### src/sv/fasm_pkg.sv
// ----------------------------------------------------------------------------
// fasm_pkg
// shared types and constants of the float add/sub/mul unit
// ----------------------------------------------------------------------------
`default_nettype none

package fasm_pkg;

  typedef enum logic [1:0] {
    ACT_ADD = 2'd0,
    ACT_SUB = 2'd1,
    ACT_MUL = 2'd2,
    ACT_NONE = 2'd3
  } action_t;

  localparam logic [31:0] SIGN_MASK  = 32'h8000_0000;
  localparam logic [31:0] HIDDEN_ONE = 32'h4000_0000;
  localparam logic [31:0] FRAC_FIELD = 32'h3FFF_FF80;
  localparam logic [9:0]  EXP_BIAS   = 10'd127;

  // commands from the controller to the datapath
  typedef struct packed {
    logic load;     // capture a new request
    logic compute;  // add/sub or multiply step
    logic norm;     // one normalize shift step
  } dp_cmd_t;

  // status from the datapath
  typedef struct packed {
    logic norm_done;
  } dp_sts_t;

endpackage

`default_nettype wire

### src/sv/fasm_datapath.sv
// ----------------------------------------------------------------------------
// fasm_datapath
// unpack, align, add or multiply, then normalize by steps and pack
// ----------------------------------------------------------------------------
`default_nettype none

module fasm_datapath (
  input  wire logic             clk,
  input  wire fasm_pkg::dp_cmd_t cmd,
  output fasm_pkg::dp_sts_t      sts,
  input  wire logic [1:0]       in_action,
  input  wire logic [31:0]      in_operand_a,
  input  wire logic [31:0]      in_operand_b,
  output logic [31:0]           result_bits
);
  import fasm_pkg::*;

  logic [1:0]  act_r;
  logic [31:0] a_r, b_r;
  logic [31:0] mag_r, mag_nxt;
  logic [9:0]  exp_r, exp_nxt;
  logic        neg_r, neg_nxt;
  logic        zero_r, zero_nxt;

  logic [31:0] fa, fb, fa_s, fb_s, r, ma, mb;
  logic [9:0]  ea, eb, diff, e;
  logic [63:0] prod;
  logic [31:0] prod_hi;

  function automatic logic [31:0] asr(input logic [31:0] v, input logic [9:0] n);
    logic [4:0] s;
    s = (n > 10'd31) ? 5'd31 : n[4:0];
    return $unsigned($signed(v) >>> s);
  endfunction

  always_comb begin
    if (a_r[30:0] == 31'd0) begin
      fa = '0; ea = '0;
    end else begin
      ea = {2'b00, a_r[30:23]} - EXP_BIAS;
      fa = ({a_r[24:0], 7'd0} & FRAC_FIELD) | HIDDEN_ONE;
      if (a_r[31]) fa = 32'd0 - fa;
    end
    if (b_r[30:0] == 31'd0) begin
      fb = '0; eb = '0;
    end else begin
      eb = {2'b00, b_r[30:23]} - EXP_BIAS;
      fb = ({b_r[24:0], 7'd0} & FRAC_FIELD) | HIDDEN_ONE;
      if (b_r[31]) fb = 32'd0 - fb;
    end
    diff = ea - eb;
    fa_s = fa; fb_s = fb; e = ea;
    if (!diff[9] && diff != 10'd0) begin
      fb_s = asr(fb, diff);
    end else if (diff[9]) begin
      fa_s = asr(fa, 10'd0 - diff);
      e = eb;
    end
    if (act_r == ACT_SUB) r = asr(fa_s, 10'd1) - asr(fb_s, 10'd1);
    else                  r = asr(fa_s, 10'd1) + asr(fb_s, 10'd1);
    ma = fa[31] ? 32'd0 - fa : fa;
    mb = fb[31] ? 32'd0 - fb : fb;
    prod = {ma[30:0], 1'b0} * {mb[30:0], 1'b0};
    prod_hi = prod[63:32];
  end

  always_comb begin
    mag_nxt = mag_r; exp_nxt = exp_r; neg_nxt = neg_r; zero_nxt = zero_r;
    if (cmd.compute) begin
      unique case (act_r)
        ACT_ADD, ACT_SUB: begin
          neg_nxt = r[31];
          mag_nxt = r[31] ? 32'd0 - r : r;
          exp_nxt = e + 10'd1;
        end
        ACT_MUL: begin
          neg_nxt = a_r[31] ^ b_r[31];
          mag_nxt = prod_hi;
          exp_nxt = ea + eb;
        end
        default: begin
          neg_nxt = 1'b0; mag_nxt = '0; exp_nxt = '0;
        end
      endcase
      zero_nxt = (mag_nxt == 32'd0);
      if (mag_nxt[31]) begin
        mag_nxt = mag_nxt >> 1;
        exp_nxt = exp_nxt + 10'd1;
      end
    end else if (cmd.norm && !zero_r && !mag_r[30]) begin
      mag_nxt = mag_r << 1;
      exp_nxt = exp_r - 10'd1;
    end
  end

  always_ff @(posedge clk) begin
    if (cmd.load) begin
      act_r <= in_action;
      a_r   <= in_operand_a;
      b_r   <= in_operand_b;
    end
    mag_r  <= mag_nxt;
    exp_r  <= exp_nxt;
    neg_r  <= neg_nxt;
    zero_r <= zero_nxt;
  end

  logic [9:0] bexp;
  assign bexp = exp_r + EXP_BIAS;
  assign sts.norm_done = zero_r || mag_r[30];
  assign result_bits = zero_r ? 32'd0 : {neg_r, bexp[7:0], mag_r[29:7]};

endmodule

`default_nettype wire

### src/sv/fasm_ctrl.sv
// ----------------------------------------------------------------------------
// fasm_ctrl
// sequencer: load, compute, normalize steps, output register handshake
// ----------------------------------------------------------------------------
`default_nettype none

module fasm_ctrl (
  input  wire logic              clk,
  input  wire logic              rst_n,
  input  wire logic              in_valid,
  output logic                   in_ready,
  output logic                   out_valid,
  input  wire logic              out_ready,
  input  wire logic [31:0]       result_bits,
  output logic [31:0]            out_result_bits,
  output fasm_pkg::dp_cmd_t      cmd,
  input  wire fasm_pkg::dp_sts_t sts
);
  import fasm_pkg::*;

  typedef enum logic [1:0] {S_IDLE, S_COMP, S_NORM} state_t;
  state_t state_r;
  logic   out_valid_r, out_valid_nxt;
  logic [31:0] out_r;

  // accept while the finished result still waits in the output register
  assign in_ready = (state_r == S_IDLE);
  assign out_valid = out_valid_r;
  assign out_result_bits = out_r;
  assign cmd.load = in_valid && in_ready;
  assign cmd.compute = (state_r == S_COMP);
  assign cmd.norm = (state_r == S_NORM);

  logic finish;
  assign finish = (state_r == S_NORM) && sts.norm_done && (!out_valid_r || out_ready);

  always_comb begin
    out_valid_nxt = out_valid_r;
    if (out_valid_r && out_ready) out_valid_nxt = 1'b0;
    if (finish) out_valid_nxt = 1'b1;
  end

  always_ff @(posedge clk) begin
    if (!rst_n) begin
      state_r <= S_IDLE;
      out_valid_r <= 1'b0;
    end else begin
      out_valid_r <= out_valid_nxt;
      unique case (state_r)
        S_IDLE: if (cmd.load) state_r <= S_COMP;
        S_COMP: state_r <= S_NORM;
        S_NORM: begin
          if (finish) begin
            state_r <= S_IDLE;
            out_r <= result_bits;
          end
        end
        default: state_r <= S_IDLE;
      endcase
    end
  end

  a_no_drop: assert property (@(posedge clk) disable iff (!rst_n)
    out_valid_r && !out_ready |=> out_valid_r && $stable(out_r))
    else $error("result dropped while stalled");
  a_norm_step: assert property (@(posedge clk) disable iff (!rst_n)
    state_r == S_COMP |=> state_r == S_NORM)
    else $error("compute not followed by normalize");
  a_finish_valid: assert property (@(posedge clk) disable iff (!rst_n)
    finish |=> out_valid_r)
    else $error("finished result not presented");

endmodule

`default_nettype wire

### src/sv/float_add_sub_mul_unit.sv
// ----------------------------------------------------------------------------
// float_add_sub_mul_unit
// single-precision add, subtract, multiply with truncation
// ----------------------------------------------------------------------------
// channel  direction  signals
// in       input      in_valid in_ready in_action in_operand_a in_operand_b
// out      output     out_valid out_ready out_result_bits
//
// a request goes through load, a compute step (align+add or
// 32x32 multiply), then one normalize shift per cycle until the hidden one
// reaches bit 30. one request in flight; the next is taken once the
// result sits in the output register. reset is synchronous and clears
// control only. out stalls hold the result; finishing waits for space.
`default_nettype none

module float_add_sub_mul_unit (
  input  wire logic        clk,
  input  wire logic        rst_n,
  input  wire logic        in_valid,
  output logic             in_ready,
  input  wire logic [1:0]  in_action,
  input  wire logic [31:0] in_operand_a,
  input  wire logic [31:0] in_operand_b,
  output logic             out_valid,
  input  wire logic        out_ready,
  output logic [31:0]      out_result_bits
);
  import fasm_pkg::*;

  dp_cmd_t     cmd;
  dp_sts_t     sts;
  logic [31:0] result_bits;

  fasm_datapath u_dp (
    .clk, .cmd, .sts, .in_action, .in_operand_a, .in_operand_b, .result_bits
  );

  fasm_ctrl u_ctrl (
    .clk, .rst_n, .in_valid, .in_ready, .out_valid, .out_ready,
    .result_bits, .out_result_bits, .cmd, .sts
  );

endmodule

`default_nettype wire

### config.mk
export PLATFORM = sky130hd
export DESIGN_NAME = float_add_sub_mul_unit
export DESIGN_NICKNAME = d
export VERILOG_FILES = /design/src/sv/fasm_pkg.sv /design/src/sv/fasm_datapath.sv /design/src/sv/fasm_ctrl.sv /design/src/sv/float_add_sub_mul_unit.sv
export SDC_FILE = /design/constraint.sdc
export NUM_CORES = 2
export LEC_CHECK = 0
export BUFFER_PORTS_ARGS = -buffer_cell sky130_fd_sc_hd__buf_2
export CAP_MARGIN = 20
export CORE_MARGIN = 2
export CORE_UTILIZATION = 58
export CTS_BUF_LIST = sky130_fd_sc_hd__clkbuf_4 sky130_fd_sc_hd__clkbuf_8 sky130_fd_sc_hd__clkbuf_16
export DETAILED_ROUTE_END_ITERATION = 12
export GPL_TIMING_DRIVEN = 0
export PLACE_DENSITY = 0.75
export SYNTH_ARGS = -nofsm -noshare
export SYNTH_HDL_FRONTEND = slang
export SYNTH_SLANG_ARGS = --single-unit
### constraint.sdc
create_clock -name clk -period 33.3 [get_ports clk]
set_input_delay 0 -clock clk [delete_from_list [all_inputs] [get_ports clk]]
set_output_delay 0 -clock clk [all_outputs]
set_load 0.01 [all_outputs]
# == After elaboration in Yosys (flattened, before gate mapping) ==
# Cells that the tools add are included.
# Widths: inputs -> output; s select.
# word_totals
output_inout_bits,34
inputBits,70
word_cells,95
ff_bits,144
# classes
reduce_logical,24
shift,2
magnitude_cmp,2
n_mux,33
mul,1
eq_ne,6
add_sub_neg,16
bitwise_logic,1
# op_table
op,n
$mux 32,10
$mux 31,5
$mux 10,8
$pmux 32 s2,1
$sshr 32x5->32,2
$sub 1x31->32 const A,2
$logic_not 31->1,2
$mul 31x31->62,1
$sub 1x31->31 const A,2
$add 31x31->32,1
$logic_not 32->1,1
$sub 1x32->32 const A,1
$sub 31x31->32,1
$add 10x1->10 const B,2
$gt 10x5->1 const B,2
$pmux 10 s2,1
$sub 8x7->9 const B,2
$add 10x10->10,1
$mux 5,2
$reduce_bool 10->1,1
$sub 1x10->10 const A,1
$sub 10x1->10 const B,1
$sub 10x10->10,1
$add 8x7->8 const B,1
17 further kinds,33

# == Logic depth before layout (Yosys ltp) ==
# logic_depth
ltp_word,17
mapped_depth,52
depth_no_buf,47

# == By module ==
# Synthesis repeated with hierarchy kept, for this count alone.
# hier_totals
cells_unflattened,4455
hier_area_um2,36620.1
# modules_own_cells
module,cells_per_inst,n_inst,seq_area_each_um2,area_per_inst_um2
fasm_datapath,4408,1,3213.1,35516.6
fasm_ctrl,47,1,1021.0,1103.6

# == Worst setup path after synthesis ==
# No wires, ideal clock.
# synth_timing
path_type,register to register
from,reg u_dp.b_r[13]
to,reg u_dp.mag_r[17] (data pin)
arrival_time_ns,11.728
period_less_slack_ns,11.995
setup_time_ns,0.267
t_required_ns,33.033
setup_slack_ns,21.305
path_stages_with_launch,49
n_path_buf,8
cell_sequence,edfxtp_1 -> buf_2 -> or4_1 -> buf_2 -> or3_4 -> nor3_4 -> buf_4 -> buf_2 -> or2_2 -> nand3_1 -> nor3_1 -> or3b_2 -> nor2_1 -> nand3_1 -> xnor2_1 -> nor2_1 -> xnor2_1 -> or2_2 -> [13 not listed] -> inv_1 -> ha_1 -> ha_1 -> and4_1 -> a21oi_1 -> a21oi_1 -> a21oi_1 -> nand2_1 -> a21oi_1 -> o21ai_0 -> a211oi_1 -> xnor2_1 -> nor2_1 -> a31oi_1 -> buf_2 -> buf_2 -> mux2i_1 -> o21ai_0
# synth_between
elab_chain_len,17
word_cells_on_any_way,31
classes_between,add/sub: 7; mul: 1; order compare: 2; shift: 2; mux: 15; reduce/logical: 4
# synth_lines
item,line_no,text
start: declaration,fasm_datapath.sv:19,"logic [31:0] a_r, b_r;"
start signal: assignment,fasm_datapath.sv:100,b_r <= in_operand_b;
$logic_not 31->1,fasm_datapath.sv:44,if (b_r[30:0] == 31'd0) begin
$mux 10,fasm_datapath.sv:44,
$sub 10x10->10,fasm_datapath.sv:51,diff = ea - eb;
$sub 1x10->10,fasm_datapath.sv:56,"fa_s = asr(fa, 10'd0 - diff);"
$gt 10x5->1,fasm_datapath.sv:32,s = (n > 10'd31) ? 5'd31 : n[4:0];
$mux 5,fasm_datapath.sv:32,
$sshr 32x5->32,fasm_datapath.sv:33,return $unsigned($signed(v) >>> s);
$mux 32,fasm_datapath.sv:55,end else if (diff[9]) begin
[2 not listed],-,
$mux 32,fasm_datapath.sv:59,"if (act_r == ACT_SUB) r = asr(fa_s, 10'd1) - asr(fb_s, 10'd1);"
$sub 1x32->32,fasm_datapath.sv:73,mag_nxt = r[31] ? 32'd0 - r : r;
$mux 32,fasm_datapath.sv:73,
$pmux 32 s2 (*),fasm_datapath.sv:70,unique case (act_r)
$mux 32 (*),fasm_datapath.sv:69,if (cmd.compute) begin
$mux 31 (*),fasm_datapath.sv:86,if (mag_nxt[31]) begin
$mux 31 (*),fasm_datapath.sv:69,
net u_dp.mag_nxt[17],fasm_datapath.sv:20,"logic [31:0] mag_r, mag_nxt;"
end signal: assignment,fasm_datapath.sv:102,mag_r <= mag_nxt;
end: declaration,fasm_datapath.sv:20,
# The timed path passes the listed nets; every way through them passes the cells marked *. The select of a mux whose other input is x is not followed.
# A chain may end at the register's enable or synchronous reset.

# == Worst setup path after layout ==
# layout_timing
from,reg u_dp.b_r[0]
to,reg u_dp.zero_r (data pin)
# layout_between
elab_chain_len,16
word_cells_on_any_way,30
classes_between,add/sub: 7; mul: 1; order compare: 2; shift: 2; mux: 13; reduce/logical: 5
# layout_lines
item,line_no,text
$logic_not 31->1,fasm_datapath.sv:44,
$mux 10,fasm_datapath.sv:44,
$sub 10x10->10,fasm_datapath.sv:51,
$sub 1x10->10,fasm_datapath.sv:56,
$gt 10x5->1,fasm_datapath.sv:32,
$mux 5,fasm_datapath.sv:32,
$sshr 32x5->32,fasm_datapath.sv:33,
$mux 32,fasm_datapath.sv:55,
$mux 32,fasm_datapath.sv:53,if (!diff[9] && diff != 10'd0) begin
$add 31x31->32 or $sub 31x31->32 (tied branches),"fasm_datapath.sv:60, fasm_datapath.sv:59",
$mux 32,fasm_datapath.sv:59,
$sub 1x32->32,fasm_datapath.sv:73,
$mux 32,fasm_datapath.sv:73,
$pmux 32 s2 (*),fasm_datapath.sv:70,
$mux 32 (*),fasm_datapath.sv:69,
$logic_not 32->1 (*),fasm_datapath.sv:85,zero_nxt = (mag_nxt == 32'd0);
end signal: assignment,fasm_datapath.sv:105,zero_r <= zero_nxt;
end: declaration,fasm_datapath.sv:23,"logic zero_r, zero_nxt;"
# Every way passes the cells marked *; elsewhere a longest branch is shown, timed or not. The select of a mux whose other input is x is not followed.

==> impl_metrics.csv <==
group,metric,value,unit
run_status,status,"finished clean",
worst_setup_path,critPathSlowestCell,"xnor2_1",
route,dr.pass1.iters,8,
floorplan,core_area,0.0631,mm^2
logic_synthesis,synth.area.mux_share,2.13,%
timing,setup_ws,16970,ps
worst_setup_path,critPathTopFamily,"adder cells",
route,wl_met1,52700,um
clock_network,numCtsBuffers,17,
clock_network,cts_resized,0,
worst_hold_path,hp-class,"in -> reg",
timing,slew_violations,0,
floorplan,dieArea,0.0658,mm^2
clock_network,path_clk_slew,80,ps
route,drc,0,
global_routing,grt.overflow.total,0,
global_routing,first_global_vias,37100,
timing,tightest_slew,1300,ps
placed_design,gp_congestion,1.11,
global_routing,grt_start_max_net_pins,65,
placed_design,place_worst_setup_slack,17620,ps
logic_synthesis,syn_area,0.0370,mm^2
logic_synthesis,synthArstFlopShare,0,%
worst_setup_path,path_common_cell,"fa_1",
worst_setup_path,worstSetupEndpointType,"flip-flop",
route,wirelength,152000,um
timing,holdWs,214,ps
logic_synthesis,synth_cell_types,108,
placed_design,placed_cells,5493,
route,viasPerCell,6.53,
floorplan,start_util,58.6,%
worst_setup_path,startpoint_type,"flip-flop",
floorplan,io_pins,104,
route,wl_per_cell,27.0,um
timing,max_slew_margin,13.1,%
worst_setup_path,cp.required,33560,ps
global_routing,grt_pass1_wl,228000,um
layout,fill_cells,5469,
floorplan,rows,92,
logic_synthesis,synth_edf_count,139,
timing,rsz0062_at_grt,"no",
worst_setup_path,max_stage_delay,920,ps
clock_network,htreeDepth,4,
timing,fin_skew,22.9,ps
clock_network,cts-root-buf,"clkbuf_16",
timing,setup_violations,0,
layout,final-seq-area,0.00423,mm^2
clock_network,clock_sinks,142,
timing,max_clock_freq,61.2,MHz
timing,fin_crit_sh,49.1,%
timing,hold_viol,0,
route,drt_iter0_drc,4850,
logic_synthesis,synthSimpleGateAreaFrac,20.2,%
route,wl_met2,65400,um
timing,tns,0,ps
worst_setup_path,crit_arrival,16590,ps
logic_synthesis,synth-compound-area-share,14.8,%
layout,area_growth,8.88,%
logic_synthesis,synthAdderAreaFrac,36.8,%
layout,final_nets,5616,
global_routing,grt_use_total,46.5,%
route,routed.top_layer,"met4",
clock_network,cts_max_path_buffers,2,
logic_synthesis,synth_top_family_by_area,"adder cells",
timing,layout_min_cycle_time,16330,ps
worst_setup_path,crit_buf_inv,8,
placed_design,io_buffers,103,
route,dr_wl_met3,19000,um
logic_synthesis,seq_area_frac_synth,11.5,%
layout,drive_gt1_share,6.26,%
logic_synthesis,synth_top_flop_cell,"edfxtp_1",
worst_setup_path,path_max_fanout,11,
global_routing,antenna_found_initial,1,
worst_setup_path,path_class,"reg -> reg",
placed_design,dp_hpwl,123000,um
logic_synthesis,synthCells,4520,
job,maxCapViolations,0,
route,ant_nets,0,
clock_network,cts_tree,"yes",
logic_synthesis,yosysWarnings,0,
clock_network,insertion_delay,500,ps
layout,multi_input_area,0.0297,mm^2
logic_synthesis,syn_area_per_cell,8.18,um^2
logic_synthesis,synth_seq_cells,142,
logic_synthesis,synth-xor-area-share,6.20,%
layout,final_cells,5610,
floorplan,die_h,256,um
route,vias,36700,
floorplan,dieWidth,256,um
logic_synthesis,syn-num-nets,5386,
==> per-stage QoR <==
step	instance area [um^2]	util, %
6_report	40300	63.8
5_1_grt	40300	63.8
4_1_cts	40100	63.6
3_5_place_dp	38800	61.5
3_3_place_gp	38500	61.1
2_1_floorplan	37000	-
==> cells in the mapped netlist (all sizes together) (8+ instances only) <==
library cell	instances	area (um^2)
a311oi	9	78.8
a31oi	29	181
a221o	9	90.1
o21bai	9	67.6
o31ai	29	236
a2111oi	13	145
o32ai	14	123
fa	484	9690
nor4	41	275
or4	18	139
o21a	21	158
nand3	91	473
and4	12	105
a211o	14	123
edfxtp	139	4170
or2	19	119
and2	66	413
nand2	665	2500
nor2b	57	357
a211oi	57	428
a22oi	9	67.6
o22ai	26	169
o21ai	192	961
o211ai	31	243
clkbuf	172	649
ha	312	3900
nand4	33	206
nor2	397	1490
nand2b	21	131
and3	42	263
nor3	88	499
mux2i	63	631
inv	575	2160
o221ai	10	87.6
buf	57	279
a21oi	214	1070
a221oi	9	85.1
mux2	8	90.1
a21o	39	293
xnor2	150	1320
or3	31	199
a41oi	11	96.3
xor2	110	971
==> layout by cell type, fill, tap and decap left out, drive strengths merged, types with 71 or more instances in the layout <==
master	n
a21oi	214
buf	194
clkbuf	190
dlygate4sd3	71
edfxtp	139
fa	484
ha	312
inv	580
nand2	665
nand3	91
nor2	397
nor3	88
o21ai	192
xnor2	150
xor2	110
==> path summary, 6_finish.rpt <==
path / start / to / slack [ps] / cells past startpoint
min: in_operand_b[9] / u_dp.b_r[9]$_DFFE_PP_ / 210 / 2
max: u_dp.b_r[0]$_DFFE_PP_ / u_dp.zero_r$_DFFE_PP_ / 16970 / 48
max reg2reg: u_dp.b_r[0]$_DFFE_PP_ / u_dp.zero_r$_DFFE_PP_ / 16970 / 48
min reg2reg: u_dp.mag_r[3]$_DFFE_PP_ / u_dp.mag_r[4]$_DFFE_PP_ / 530 / 2
==> state kept, by name (all words and copies together), names as in the netlist, 2 cells and up <==
register                count
u_dp.mag_r                 31
u_dp.b_r                   32
u_ctrl.out_result_bits     32
u_dp.a_r                   32
u_ctrl.state_r              2
u_dp.exp_r                  8
u_dp.act_r                  2
==> cells by family (layout without fill, tap and decap cells) <==
| logic type | Yosys count | in the layout |
|---|---|---|
| AO/OA/AOI/OAI | 826 | 826 |
| XOR/XNOR | 260 | 260 |
| adder cells (fa/ha/maj) | 796 | 796 |
| buffers and inverters | 809 | 1052 |
| flip-flops | 142 | 142 |
| multiplexers | 74 | 74 |
| other | 0 | 1 |
| AND/OR/NAND/NOR | 1613 | 1613 |
==> routing by layer <==
| layer | global-route usage (%) | up-vias |
|---|---|---|
| li1 | - | 15600 |
| met1 | 55.6 | 17600 |
| met2 | 71.2 | 2714 |
| met3 | 13.4 | 740 |
| met4 | 34.9 | 0 |
| met5 | 0 | - |
==> layout make-up <==
| type | instances | area share [%] |
|---|---|---|
| clock inverters | 15 | 0.469 |
| well taps | 846 | 2.63 |
| inverters | 580 | 5.41 |
| repair buffers | 211 | 3.84 |
| flip-flops and latches | 142 | 10.5 |
| clock buffers | 17 | 1.06 |
| plain buffers | 229 | 2.31 |
| diodes | 1 | 0.00622 |
| multi-input cells | 3569 | 73.8 |
==> what timing repair did <==
item                                    CTS  global route
setup buffers                             0             0
endpoints found under the hold margin    71             0
hold buffers                             71             0
endpoints found under the setup margin    0             0
Power is left out: the tool's default activity adds up to more than one toggle a clock period on the data nets, which glitch-free logic cannot reach.
